<file path="config.mk">
export PLATFORM = sky130hd
export DESIGN_NAME = svpwm_sqrt
export DESIGN_NICKNAME = d
export VERILOG_FILES = /design/src/rtl/svpwm_pkg.sv /design/src/rtl/svpwm_sqrt.sv
export SDC_FILE = /design/constraint.sdc
export NUM_CORES = 2
export LEC_CHECK = 0
export ABC_CLOCK_PERIOD_IN_PS = 3200
export BUFFER_PORTS_ARGS = -buffer_cell sky130_fd_sc_hd__buf_2
export CAP_MARGIN = 40
export CORE_MARGIN = 3
export CORE_UTILIZATION = 29
export CTS_BUF_LIST = sky130_fd_sc_hd__clkbuf_4 sky130_fd_sc_hd__clkbuf_8
export DETAILED_ROUTE_END_ITERATION = 8
export PLACE_DENSITY_LB_ADDON = 0.25
export SYNTH_ARGS = -nofsm -noshare
export SYNTH_HDL_FRONTEND = slang
export SYNTH_SLANG_ARGS = --single-unit
</file>
<file path="constraint.sdc">
create_clock -name i_clk -period 3.2 [get_ports i_clk]
set_input_delay 0.64 -clock i_clk [delete_from_list [all_inputs] [get_ports i_clk]]
set_output_delay 0.64 -clock i_clk [all_outputs]
set_load 0.02 [all_outputs]
</file>
<file path="src/rtl/svpwm_pkg.sv">
`default_nettype none
// ---------------------------------------------------------------------------
// svpwm_pkg
// shared types, widths and constants of the space vector pwm core
// ---------------------------------------------------------------------------
package svpwm_pkg;

    localparam int FRAC_BITS  = 16;
    localparam int SQRT_STEPS = 32;
    localparam int DIV_STEPS  = FRAC_BITS + 1;
    localparam int NORM_W     = FRAC_BITS + 2;
    localparam int DUTY_W     = FRAC_BITS + 1;
    localparam int PROD_W     = NORM_W + 32;
    localparam int SUM_W      = NORM_W + 33;
    localparam int CNT_PROD_W = DUTY_W + 16;

    localparam logic [30:0] SQRT3_QUARTER_Q32 = 31'd1859775393;
    localparam logic [DUTY_W-1:0] DUTY_ONE = {1'b1, {FRAC_BITS{1'b0}}};

    localparam logic [15:0] BUS_VOLTAGE_RST = 16'd7680;
    localparam logic [15:0] PWM_PERIOD_RST  = 16'd65535;

    localparam logic REG_BUS_VOLTAGE = 1'b0;
    localparam logic REG_PWM_PERIOD  = 1'b1;

    typedef struct packed {
        logic signed [15:0] volt_alpha;
        logic signed [15:0] volt_beta;
    } t_svpwm_in;

    typedef struct packed {
        logic [15:0] count_a;
        logic [15:0] count_b;
        logic [15:0] count_c;
        logic [2:0]  sector_num;
        logic        limited;
    } t_svpwm_out;

    // one active time: q32 dot product of the table entry with (a, b), clamped at zero
    function automatic logic [NORM_W-1:0] active_time(
        input logic [2:0]               idx,
        input logic signed [NORM_W-1:0] a,
        input logic signed [PROD_W-1:0] p
    );
        logic signed [SUM_W-1:0] ax;
        logic signed [SUM_W-1:0] px;
        logic signed [SUM_W-1:0] ca;
        logic signed [SUM_W-1:0] cs;
        logic signed [SUM_W-1:0] s;
        ax = SUM_W'(a);
        px = SUM_W'(p);
        case (idx)
            3'd0: begin
                ca = ax <<< 31;
                cs = '0;
            end
            3'd1: begin
                ca = ax <<< 30;
                cs = px;
            end
            3'd2: begin
                ca = -(ax <<< 30);
                cs = px;
            end
            3'd3: begin
                ca = -(ax <<< 31);
                cs = '0;
            end
            3'd4: begin
                ca = -(ax <<< 30);
                cs = -px;
            end
            default: begin
                ca = ax <<< 30;
                cs = -px;
            end
        endcase
        s = ca + cs;
        active_time = s[SUM_W-1] ? '0 : s[32 +: NORM_W];
    endfunction

endpackage
`default_nettype wire

</file>
<file path="src/rtl/svpwm_sqrt.sv">
`default_nettype none
// ---------------------------------------------------------------------------
// svpwm_sqrt
// pipelined integer square root of x * 2^30, one root bit per stage
// ---------------------------------------------------------------------------
module svpwm_sqrt (
    input  wire logic        i_clk,
    input  wire logic        i_en,
    input  wire logic [32:0] i_x,
    output logic      [31:0] o_root
);
    import svpwm_pkg::*;

    logic [32:0] r_rem  [SQRT_STEPS];
    logic [31:0] r_root [SQRT_STEPS];
    logic [33:0] r_x    [SQRT_STEPS];
    logic [32:0] n_rem  [SQRT_STEPS];
    logic [31:0] n_root [SQRT_STEPS];
    logic [33:0] n_x    [SQRT_STEPS];

    genvar i;
    for (i = 0; i < SQRT_STEPS; i++) begin : g_step
        logic [32:0] rem_in;
        logic [31:0] root_in;
        logic [33:0] x_in;
        logic [1:0]  pair;
        logic [34:0] sh;
        logic [35:0] diff;
        logic        take;
        if (i == 0) begin : g_first
            assign rem_in  = '0;
            assign root_in = '0;
            assign x_in    = {1'b0, i_x};
        end else begin : g_next
            assign rem_in  = r_rem[i-1];
            assign root_in = r_root[i-1];
            assign x_in    = r_x[i-1];
        end
        // radicand bits below 30 are zero
        if (i <= 16) begin : g_bits
            assign pair = x_in[33-2*i -: 2];
        end else begin : g_zero
            assign pair = 2'b00;
        end
        assign sh   = {rem_in, pair};
        assign diff = {1'b0, sh} - {2'b00, root_in, 2'b01};
        assign take = ~diff[35];
        assign n_rem[i]  = take ? diff[32:0] : sh[32:0];
        assign n_root[i] = {root_in[30:0], take};
        assign n_x[i]    = x_in;
    end

    always_ff @(posedge i_clk) begin
        if (i_en) begin
            for (int k = 0; k < SQRT_STEPS; k++) begin
                r_rem[k]  <= n_rem[k];
                r_root[k] <= n_root[k];
                r_x[k]    <= n_x[k];
            end
        end
    end

    assign o_root = r_root[SQRT_STEPS-1];

endmodule
`default_nettype wire

</file>
* Word level (Yosys, flattened, before mapping)
Memories as Yosys holds them, arrays and structs flattened.
Index checks and enable logic that the tools add are counted.
** Storage, ports and cells
- Memory bits (writable) :: 3168
- Memory bits (read-only) :: 0
- Input bits :: 35
- Latch bits :: 0
- Register bits :: 0
- Logic and storage cells :: 101
- Memories kept :: 3
** Memories
- r_x :: words 32, width 34, read ports 31, clocked after memory_dff 0, wr ports 32, RTL line svpwm_sqrt.sv:16 : logic [33:0] r_x [SQRT_STEPS];
- r_rem :: words 32, width 33, read ports 31, clocked after memory_dff 0, wr ports 32, RTL line svpwm_sqrt.sv:14 : logic [32:0] r_rem [SQRT_STEPS];
- r_root :: words 32, width 32, read ports 32, clocked after memory_dff 0, wr ports 32, RTL line svpwm_sqrt.sv:15 : logic [31:0] r_root [SQRT_STEPS];
** Operators by class
- Shifts and indexed selects :: 0
- Bitwise gates (word level) :: 32
- Multipliers :: 0
- Magnitude comparators :: 0
- Divide/modulo/power cells :: 0
- Eq/ne operators :: 0
- Reductions and logical operators :: 0
- $add $sub $neg :: 32
- Multiplexer cells :: 34
** Operator list (number)
- $sub 35x34->36 :: 31
- $mux 33 :: 32
- $not 1->1 :: 32
- $mux 1 :: 2
- $sub 1x1->2 const B :: 1

* Logic depth before layout (Yosys ltp)
An unclocked memory read counts as a cell.
- Word-level depth :: 3
- Mapped depth :: 14
- Mapped depth without buffers :: 12

* Worst setup path after synthesis
No wires, ideal clock.
- Path kind :: flip-flop to flip-flop
- Start point :: mem r_rem[25][1] (netlist: r_rem[1][298])
- End point :: mem r_rem[26][10] (netlist: r_rem[1][340]), data pin
- Cell stages (with the launch flop) :: 11
- Setup slack :: -265 ps
- Setup time :: 260 ps
- Path buffers :: 1
- Arrival time :: 3205 ps
- Period minus slack after synthesis :: 3465 ps
- Cell sequence :: edfxtp_1 ha_1 a21o_1 a21oi_1 o21ai_0 a2111oi_0 nor3_1 a21o_1 a31oi_1 clkbuf_1 mux2_2
** RTL lines (RTL line)
- start: declaration :: svpwm_sqrt.sv:14

==> key figures <==
Clocking
  • CTS tree: yes
  • H-tree depth: 5
  • CTS buffer count: ~320
  • CTS root buf: clkbuf_8
  • CTS clock-pin slew for the worst setup and hold paths: about 0.060 ns
  • Clk Latency, worst-skew pair: ~1.0 ns
  • CTS Buffer Depth: 4
  • CTS sink cnt: between 1.5k and 2k

Setup path
  • Worst r2r dst: r_rem[1][134]
  • R2R Path Start: r_rem[1][100]
  • Crit start category: flip-flop
  • Critical Path Start: r_rem[1][100]
  • Crit path to: r_rem[1][134]
  • Crit path kind: reg -> reg
  • Worst EP required: a little under 4 ns
  • Crit path DAT: around 4 ns
  • Reg2Reg Depth: 14
  • FF-to-FF setup slack: -0.14 ns
  • CP Max Fanout: 7
  • Crit. End Element: flip-flop

STA
  • Fmax: roughly 0.3 GHz
  • Hold Fails Final Rpt: 0
  • Final Max Slew Viols: 0
  • Period utilization: 104%
  • Setup_tns: -5.24 ns
  • RSZ-0062 raised after global routing: yes
  • Final Setup Violations: 100
  • Post-route minimum period: between 3 and 4 ns
  • Measured slew at the worst slew-check pin: between 0.7 and 0.8 ns
  • Final hold slack: between 0.2 and 0.3 ns
  • Worst slew margin: 47.0%
  • Setup Skew: 0.0958 ns
  • Final Worst Setup Slack: -0.137 ns

Routing
  • First DRT Iteration DRCs: ~3.0k
  • 1st-pass router iterations: 6
  • DR WL/cell: ~16 um
  • Vias post-DR: 63.6k
  • # DRC: 0
  • WL final: about 210000 um
  • Vias/cell: roughly 4.7
  • Antenna viol nets, final: 0

Placement
  • GP Congestion: a little under 0.9
  • Placed Instance Area: 103000 sq um
  • Port Buf Inserts: between 60 and 70
  • DP Cell Count: roughly 13k
  • Detailed Place HPWL: 152000 um

Pwr
  • Seq pwr share: a little over two fifths
  • Maximum VDD drop: 0.448 mV
  • Power share of the combinational group: 28.4%
  • Net switching power: between 20 and 25 mW
  • Switching part of the total: 31.2%
  • Clock power frac: 29.0%
  • Leak: ~45 nW
  • Internal power: ~51 mW
  • Power Density: between 600 and 700 nW/um^2

GRT
  • Initial antenna violation count: 1
  • Largest net degree at the start of global routing: 116
  • GRT Util Overall: about an eighth
  • GRT overflow: 0
  • First-pass GRT wire length: about 340000 um
  • Vias in the first global route: between 60k and 70k

Floorplanning
  • Die X: between 500 and 600 um
  • Die area: 321000 sq um
  • Core ar.: ~310000 sq um
  • Die Y: approximately 570 um
  • Num rows: 205
  • IO Pins: 67
  • Initial Util: 29.2%

Synth
  • Main synth FF type: edfxtp_1
  • Syn Nets: 8414
  • Ys Warns: 0
  • Post-synthesis sequential area ratio: between 50% and 60%
  • Synth cell types: 94
  • Count leader, synth: edfxtp_1
  • Post-synth top cells: edfxtp_1, inv_1, nand2_1
  • Mapped Cells: ~8k
  • Number of synthesized flops with an enable pin: 1744
  • Post-synth top area share: 57.4%
  • Asr flop ratio synth: 0%
  • Seq cells post-synth: ~1.7k
  • Top post-synthesis cells by area: edfxtp_1, ha_1, xor2_1
  • Cell Area, Synth: roughly 90000 sq um
  • Post-synth top area cell: edfxtp_1
  • Avg Inst Size Synth: 11.6 sq um

Min path
  • Hold Crit Class: in -> reg

Status
  • Outcome: complete, but fails checks
  • Failing checks: negative setup slack

Layout
  • Area delta synth->final: 26.8%
  • Final Cell Area: 116000 sq um
  • Layout cells sized above 1: between 20% and 30%
  • Layout Cells excl Fill: ~14k
  • Layout fillers: 30.2k
  • Nets: 9693

Flow run
  • Max Cap Violations: 0
-- logic make-up after synthesis --
group	synth area share (%)
buffers and inverters	3.65
flip-flops	57.4
AND/OR/NAND/NOR	11.7
adder cells (fa/ha/maj)	7.32
multiplexers	1.20
AO/OA/AOI/OAI	11.7
XOR/XNOR	6.95
other	0.00411
-- cells in the final DEF (no fill, tap or decap), types with 55 or more instances in the layout --
cell      count
a21o_1      186
a21oi_1     444
buf_12       58
buf_2        66
buf_4       881
clkbuf_4     79
clkbuf_8    325
clkinv_1     82
edfxtp_1   1744
ha_1        466
inv_1       682
mux2_2       64
nand2_1     601
nand2b_1     84
nand3_1     111
nor2_1      433
nor2b_1      69
nor3_1      183
nor4_1       64
o21a_1       95
o21ai_0     371
o21ai_1      65
o21bai_1     55
o31ai_1      56
or3_1        75
xnor2_1     332
xor2_1      386
-- state kept, by name (all words and copies together), names as in the netlist --
register and flops:
r_rem 959, r_root 512, r_x 273
-- through the flow --
step	power, mW	setup slack, ns	utilization [%]
2_1_floorplan	44.4	-0.0462	-
3_3_place_gp	50.7	-0.662	33.0
3_5_place_dp	51.1	-0.545	33.0
4_1_cts	74.2	-0.106	35.7
5_1_grt	79.6	-0.243	37.0
6_report	74.9	-0.137	37.0
-- area by class of cell --
class	instances	area (sq um)	share of cell area, %
multi-input combinational	5234	39200	33.9
sequential	1744	52400	45.3
timing repair buffer	1124	9750	8.43
clock inverter	173	1450	1.26
antenna	1	2.50	0.00216
tap	4140	5180	4.48
inverter	705	2680	2.32
clock buffer	404	5070	4.38
-- routing by layer --
layer | share of wire (%) | track usage [%]
met1 | 38 | 13.5
met2 | 54 | 24.2
met3 | 3.3 | 1.81
met4 | 4.5 | 5.51
met5 | 0 | 0
-- how the worst min path moves through the flow --
stage,from,to,cells after the start
final,i_x[26],r_x[0][26],2
after global routing,i_x[26],r_x[0][26],2
after CTS,i_x[27],r_x[0][27],2
after detailed placement,r_x[0][70],r_x[0][104],0
after global placement,r_x[0][102],r_x[0][136],0
after floorplan,r_x[0][68],r_x[0][102],0
-- power groups by stage --
stage                     clock network (mW)  logic [mW]  registers [mW]
final                                   21.7        21.3            31.9
after global routing                    23.7        23.6            32.2
after global placement                     0        18.6            32.2
after detailed placement                   0        19.0            32.2
after CTS                               22.7        19.8            31.8
after floorplan                            0        13.0            31.4
-- worst max-delay path, cell delays in order, from the launching register on --
cell      delay [ns]
edfxtp_1        0.41
buf_6           0.14
buf_6           0.11
ha_4            0.24
a21o_1          0.13
a21oi_2         0.07
or3_4           0.41
and4_4          0.18
nand4b_1        0.32
a211oi_2        0.27
buf_4           0.16
a21boi_4        0.06
buf_12          0.15
buf_12          0.15
mux2_2          0.27
-- what timing repair did --
action | CTS | global route
hold buffers | 34 | 0
pin swaps | 114 | 269
gates cloned | 6 | 20
endpoints found under the setup margin | 510 | 667
setup buffers | 73 | 107
gates resized for setup | 254 | 669
endpoints found under the hold margin | 47 | 0
No activity file was read; power rests on OpenSTA's default activity.
