--- src/rtl/svpwm_pkg.sv ---
`default_nettype none
// ---------------------------------------------------------------------------
// svpwm_pkg
// shared types, widths and constants of the space vector pwm core
// ---------------------------------------------------------------------------
package svpwm_pkg;

    localparam int FRAC_BITS  = 16;
    localparam int SQRT_STEPS = 32;
    localparam int DIV_STEPS  = FRAC_BITS + 1;
    localparam int NORM_W     = FRAC_BITS + 2;
    localparam int DUTY_W     = FRAC_BITS + 1;
    localparam int PROD_W     = NORM_W + 32;
    localparam int SUM_W      = NORM_W + 33;
    localparam int CNT_PROD_W = DUTY_W + 16;

    localparam logic [30:0] SQRT3_QUARTER_Q32 = 31'd1859775393;
    localparam logic [DUTY_W-1:0] DUTY_ONE = {1'b1, {FRAC_BITS{1'b0}}};

    localparam logic [15:0] BUS_VOLTAGE_RST = 16'd7680;
    localparam logic [15:0] PWM_PERIOD_RST  = 16'd65535;

    localparam logic REG_BUS_VOLTAGE = 1'b0;
    localparam logic REG_PWM_PERIOD  = 1'b1;

    typedef struct packed {
        logic signed [15:0] volt_alpha;
        logic signed [15:0] volt_beta;
    } t_svpwm_in;

    typedef struct packed {
        logic [15:0] count_a;
        logic [15:0] count_b;
        logic [15:0] count_c;
        logic [2:0]  sector_num;
        logic        limited;
    } t_svpwm_out;

    // one active time: q32 dot product of the table entry with (a, b), clamped at zero
    function automatic logic [NORM_W-1:0] active_time(
        input logic [2:0]               idx,
        input logic signed [NORM_W-1:0] a,
        input logic signed [PROD_W-1:0] p
    );
        logic signed [SUM_W-1:0] ax;
        logic signed [SUM_W-1:0] px;
        logic signed [SUM_W-1:0] ca;
        logic signed [SUM_W-1:0] cs;
        logic signed [SUM_W-1:0] s;
        ax = SUM_W'(a);
        px = SUM_W'(p);
        case (idx)
            3'd0: begin
                ca = ax <<< 31;
                cs = '0;
            end
            3'd1: begin
                ca = ax <<< 30;
                cs = px;
            end
            3'd2: begin
                ca = -(ax <<< 30);
                cs = px;
            end
            3'd3: begin
                ca = -(ax <<< 31);
                cs = '0;
            end
            3'd4: begin
                ca = -(ax <<< 30);
                cs = -px;
            end
            default: begin
                ca = ax <<< 30;
                cs = -px;
            end
        endcase
        s = ca + cs;
        active_time = s[SUM_W-1] ? '0 : s[32 +: NORM_W];
    endfunction

endpackage
`default_nettype wire

--- src/rtl/svpwm_div.sv ---
`default_nettype none
// ---------------------------------------------------------------------------
// svpwm_div
// pipelined restoring divider, one quotient bit per stage
// ---------------------------------------------------------------------------
module svpwm_div (
    input  wire logic                            i_clk,
    input  wire logic                            i_en,
    input  wire logic [31:0]                     i_rem0,
    input  wire logic                            i_bit0,
    input  wire logic [31:0]                     i_den,
    output logic      [svpwm_pkg::DIV_STEPS-1:0] o_quot
);
    import svpwm_pkg::*;

    logic [31:0]          r_rem  [DIV_STEPS];
    logic [31:0]          r_den  [DIV_STEPS];
    logic [DIV_STEPS-1:0] r_quot [DIV_STEPS];
    logic [31:0]          n_rem  [DIV_STEPS];
    logic [31:0]          n_den  [DIV_STEPS];
    logic [DIV_STEPS-1:0] n_quot [DIV_STEPS];

    genvar j;
    for (j = 0; j < DIV_STEPS; j++) begin : g_step
        logic [31:0]          rem_in;
        logic [31:0]          den_in;
        logic [DIV_STEPS-1:0] q_in;
        logic                 bit_in;
        logic [32:0]          sh;
        logic [32:0]          diff;
        logic                 take;
        if (j == 0) begin : g_first
            assign rem_in = i_rem0;
            assign den_in = i_den;
            assign q_in   = '0;
            assign bit_in = i_bit0;
        end else begin : g_next
            assign rem_in = r_rem[j-1];
            assign den_in = r_den[j-1];
            assign q_in   = r_quot[j-1];
            assign bit_in = 1'b0;
        end
        // remainder stays below the divisor, so the borrow bit decides
        assign sh   = {rem_in, bit_in};
        assign diff = sh - {1'b0, den_in};
        assign take = ~diff[32];
        assign n_rem[j]  = take ? diff[31:0] : sh[31:0];
        assign n_den[j]  = den_in;
        assign n_quot[j] = {q_in[DIV_STEPS-2:0], take};
    end

    always_ff @(posedge i_clk) begin
        if (i_en) begin
            for (int k = 0; k < DIV_STEPS; k++) begin
                r_rem[k]  <= n_rem[k];
                r_den[k]  <= n_den[k];
                r_quot[k] <= n_quot[k];
            end
        end
    end

    assign o_quot = r_quot[DIV_STEPS-1];

endmodule
`default_nettype wire
--- config.mk ---
export PLATFORM = sky130hd
export DESIGN_NAME = svpwm_div
export DESIGN_NICKNAME = d
export VERILOG_FILES = /design/src/rtl/svpwm_pkg.sv /design/src/rtl/svpwm_div.sv
export SDC_FILE = /design/constraint.sdc
export NUM_CORES = 2
export LEC_CHECK = 0
export BUFFER_PORTS_ARGS = -buffer_cell sky130_fd_sc_hd__buf_4
export CAP_MARGIN = 20
export CORE_ASPECT_RATIO = 2
export CORE_MARGIN = 4
export CORE_UTILIZATION = 50
export DETAILED_ROUTE_END_ITERATION = 16
export PLACE_DENSITY = 0.7
export SYNTH_ARGS = -nofsm -noshare
export SYNTH_HDL_FRONTEND = slang
export SYNTH_SLANG_ARGS = --single-unit
--- constraint.sdc ---
create_clock -name i_clk -period 6.8 [get_ports i_clk]
set_clock_uncertainty 0.2 [all_clocks]
set_input_delay 2.04 -clock i_clk [delete_from_list [all_inputs] [get_ports i_clk]]
set_output_delay 2.04 -clock i_clk [all_outputs]
set_load 0.005 [all_outputs]
# Word level (Yosys, flattened, before mapping)
# Memories as Yosys holds them, arrays and structs flattened.
# Cells that the tools add are included.
op_classes:
  add_sub_neg: 17
  mul: 0
  div_mod_pow: 0
  n_lt_le_gt_ge: 0
  n_eq_ne: 0
  shifts: 0
  n_mux: 19
  bitwise: 17
  reduce_logical: 0
ops:
  columns: ["op", "n"]
  rows:
  - ["$sub A33 B32 Y33", 17]
  - ["$mux W32", 17]
  - ["$not A1 Y1", 17]
  - ["$mux W1", 2]
totals:
  reg_bits: 0
  latch_bits: 0
  ram_bits: 1377
  mem_bits_ro: 0
  inputBits: 67
  output_inout_bits: 17
  word_cells: 56
  memories: 3
mem_list:
  columns: ["name", "depth", "word_bits", "rd", "rd_clocked_by_memory_dff", "wr", "line", "rtl"]
  rows:
  - ["r_den", 17, 32, 16, 0, 17, "svpwm_div.sv:17", "logic [31:0] r_den [DIV_STEPS];"]
  - ["r_rem", 17, 32, 16, 0, 17, "svpwm_div.sv:16", "logic [31:0] r_rem [DIV_STEPS];"]
  - ["r_quot", 17, 17, 17, 0, 17, "svpwm_div.sv:18", "logic [DIV_STEPS-1:0] r_quot [DIV_STEPS];"]

# Longest topological paths before layout
# An unclocked memory read counts as a cell.
depth:
  word_depth: 3
  depth_mapped: 16

# Worst setup path before layout
# No wires, ideal clock.
synth_timing:
  path_kind: "input -> register"
  startpoint: "input i_bit0"
  endpoint: "memory r_rem[0][24], data pin"
  t_arrival_ns: 4.981
  required_time_ns: 6.340
  setup_slack_ns: 1.359
  path_stages: 15
  n_path_buf: 1
  cell_sequence: "inv_1 ha_1 fa_1 nor2b_1 o31a_1 o221a_2 a221o_1 a41oi_2 o21ai_1 a21oi_2 o21ai_1 a21oi_1 xnor2_1 buf_2 mux2_2"
synth_rtl:
  columns: ["element", "line", "rtl"]
  rows:
  - ["start: declaration", "svpwm_div.sv:10", "input wire logic i_bit0,"]
  - ["end: declaration", "svpwm_div.sv:16", null]

==> results.md <==
* Post-synth ARST share at 0
* Max Fclk at ~0.19 GHz
* Most common flop cell mapped by yosys: edfxtp_1
* #FFs+latches synth at 1177
* GR Util met2 at 0.4079
* Crit path kind: input port to flip-flop
* Largest net degree at the start of global routing at 164
* Register area at 35340 sq um
* Synth-to-Final Area Change at 9.417%
* Switch share at 0.3644
* Psw at about 14 mW
* Core footprint at approximately 140000 sq um
* Reg2reg setup slack at approximately 1.7 ns
* PostCTS Resize Cnt at 0
* HPWL after DPL at between 90 and 100 mm
* Cell accounting for the most synthesized area: edfxtp_1
* Pre-antenna DRT Iters at 5
* Area of the multi-input gates at 29980 sq um
* Setup violations, final at 0
* Worst Path Required at around 7 ns
* Sequential power share at 0.327
* H-tree Lvls at 3
* Critical Path AT at ~5.6 ns
* Netlist Area Pre-Place at a little under 70000 sq um
* Worst Setup SP: i_bit0
* Hold buffer count at cts at 0
* Clock Sinks at approximately 1200
* Vias in the first global route at between 40000 and 50000
* Yosys warns at 0
* Max cap viols at 0
* Worst slew pin tran at roughly 1 ns
* CP startpoint kind: input port
* Post-Syn Area per Cell at 11.85 sq um
* Sequential fraction of the synthesis area at 0.5195
* Logic gate share of total power at 0.511
* Status: completed
* Nets at roughly 6500
* Port bufs at slightly above 80
* Initial cell density of the core at 0.5030
* R2R depth at 13
* Initial DRC Count at ~1500
* Antenna violations before repair at 1
* PwrDens at approximately 500 nW/um^2
* Die Area at 142400 sq um
* GP Congestion at just over 0.9
* Vias/cell at 5.651
* Final core utilization at 0.5504
* ANT nets after route at 0
* Top post-synthesis cells by count: edfxtp_1 (1177), inv_1 (632), ha_1 (528), a21oi_1 (441), mux2_2 (332)
* GRT Resource Usage Total at 0.1814
* Die Height at 529.7 microns
* Post-Route WL at 129.8 mm
* Setup tns final at 0 ns
* Netlist cell types at 90
* # DRC at 0
* Placed Cells at between 7000 and 8000
* Synth Instances at between 5000 and 6000
* CP endpoint: r_rem[0][4]$_DFFE_PP_
* Clk pwr share at 0.162
* Worst reg2reg startpoint: r_rem[0][352]$_SDFFCE_PP0P_
* Worst reg2reg endpoint: r_rem[0][385]$_DFFE_PP_
* Critical path peak fanout at 33
* Number of synthesized flops with an enable pin at ~1200
* CTS tree: done
* Root buffer cell: clkbuf_16
* Layout cells sized above 1 at 0.1202
* GR Overflow Total at 0
* Post-CTS setup buffers at 0
* First-pass GRT wire length at 212.7 mm
* Hold Crit Class: flip-flop to flip-flop
* CTS Buf Count at ~110
* Worst-Skew Late Latency at roughly 0.74 ns
* Hold Violations, Final at 0
* Most instantiated library cell after synthesis: edfxtp_1
* # IOs at between 80 and 90
* Std cell rows at between 150 and 200
* Maximum clock insertion buffer count at 3
* Int Pwr at 23.66 mW
* GRT busiest layer: met2
* Peak VDD IR at a little over 0.0003 V
* WL per Instance at ~17 microns
* Chip width at around 270 microns
* Max Slew Vio Count at 0
* Non-filler cells, final at between 7000 and 8000
* Area contributors post-synth: edfxtp_1 (52%), ha_1 (9.7%), mux2_2 (5.5%), xnor2_1 (4.1%), inv_1 (3.5%)
* Fin crit share at 0.7832
* Syn Nets at roughly 6400
* Synth top area share at 0.5195
* Final Cell Area at 74450 sq um
* Routed vias at 43520
* Met3 Track Usage GR at 0.02087
* Clock transition at path regs at 0.06 ns
* GR Util met1 at 0.1349
* RSZ-0062 raised after global routing: no
* LEAKAGE at between 30 and 40 nW
* Layout fillers at ~11000
* Placed instance area at 70960 sq um
* Critical Path Sink Type: flip-flop
* Post-layout minimum cycle time at 5.326 ns
* Slew margin rel. at 0.3228
state kept, by name (all words and copies together) (netlist names):
signal and flops:
r_quot 153, r_den 512, r_rem 512
layout by cell type, fill, tap and decap left out, types with 24 or more instances in the layout:
cell type / synthesis / routed
a211oi_1: 42 / 42
a21o_1: 270 / 270
a21oi_1: 441 / 441
a31oi_1: 63 / 63
and2_1: 26 / 26
and3_1: 37 / 37
buf_4: 13 / 111
clkbuf_1: 60 / 24
clkbuf_16: 0 / 109
clkinv_1: 0 / 27
edfxtp_1: 1177 / 1177
ha_1: 528 / 528
inv_1: 632 / 632
mux2_1: 49 / 49
mux2_2: 332 / 332
mux2_4: 42 / 42
nand2_1: 272 / 272
nand2b_1: 43 / 43
nand3_1: 98 / 98
nand4_1: 50 / 50
nor2_1: 265 / 265
nor2b_1: 53 / 53
nor3_1: 49 / 49
o211ai_1: 26 / 26
o21a_1: 63 / 63
o21ai_0: 254 / 254
o21bai_1: 46 / 46
o31ai_1: 24 / 24
xnor2_1: 318 / 313
xor2_1: 139 / 133
through the flow:
stage          hold WS [ns]  total power, mW  setup WS (ns)
2_1_floorplan        0.2003            27.14          1.359
3_3_place_gp         0.2016            30.70         0.7243
3_5_place_dp         0.2045            31.29         0.6396
4_1_cts              0.2117            37.46          1.440
5_1_grt              0.2162            39.86          1.239
6_report             0.2099            37.23          1.474
worst min path at each step:
stage	startpoint	endpoint	cells after the start
global route	r_quot[0][105]$_DFFE_PP_	r_quot[0][123]$_DFFE_PP_	0
detailed placement	r_quot[0][103]$_DFFE_PP_	r_quot[0][121]$_DFFE_PP_	0
CTS	r_quot[0][138]$_DFFE_PP_	r_quot[0][156]$_DFFE_PP_	0
floorplan	r_quot[0][85]$_DFFE_PP_	r_quot[0][103]$_DFFE_PP_	0
global placement	r_quot[0][179]$_DFFE_PP_	r_quot[0][197]$_DFFE_PP_	0
finish	r_quot[0][142]$_DFFE_PP_	r_quot[0][160]$_DFFE_PP_	0
routing by layer:
layer	up-vias	wire [microns]
met2	747	80790
met1	20980	38390
li1	21340	-
met4	0	7269
met5	-	0
met3	454	3324
area by class of cell:
cell class                 count  area share
antenna                        1  0.00003361
clock buffer                 133     0.03785
clock inverter                68    0.008420
inverter                     632     0.03187
multi-input combinational   3826      0.4027
sequential                  1177      0.4748
tap                         1737     0.02919
timing repair buffer         127     0.01521
logic make-up after synthesis:
| family | after synthesis | synth area share |
|---|---|---|
| adder cells (fa/ha/maj) | 544 | 0.1018 |
| flip-flops | 1177 | 0.5195 |
| buffers and inverters | 738 | 0.04265 |
| multiplexers | 439 | 0.07468 |
| AND/OR/NAND/NOR | 951 | 0.06569 |
| XOR/XNOR | 462 | 0.06035 |
| AO/OA/AOI/OAI | 1430 | 0.1354 |
power groups by stage:
| stage | clock network, mW | registers (mW) | logic [mW] |
|---|---|---|---|
| after floorplan | 0 | 12.0 | 15.2 |
| after global placement | 0 | 12.2 | 18.5 |
| after detailed placement | 0 | 12.3 | 19.0 |
| after CTS | 6.17 | 12.2 | 19.1 |
| after global routing | 6.43 | 12.4 | 21.0 |
| final | 6.02 | 12.2 | 19.0 |
critical path, cell delays in order:
cell,delay (ns)
buf_4,0.10
inv_1,0.06
ha_1,0.18
fa_1,0.22
nor2b_1,0.07
o31a_1,0.29
o221a_2,0.30
a221o_1,0.39
a41oi_2,0.37
o21ai_1,0.18
a21oi_2,0.22
o21ai_1,0.10
a21oi_1,0.24
xnor2_2,0.16
buf_12,0.23
mux2_2,0.37
Power figures use the tool's default switching activity.
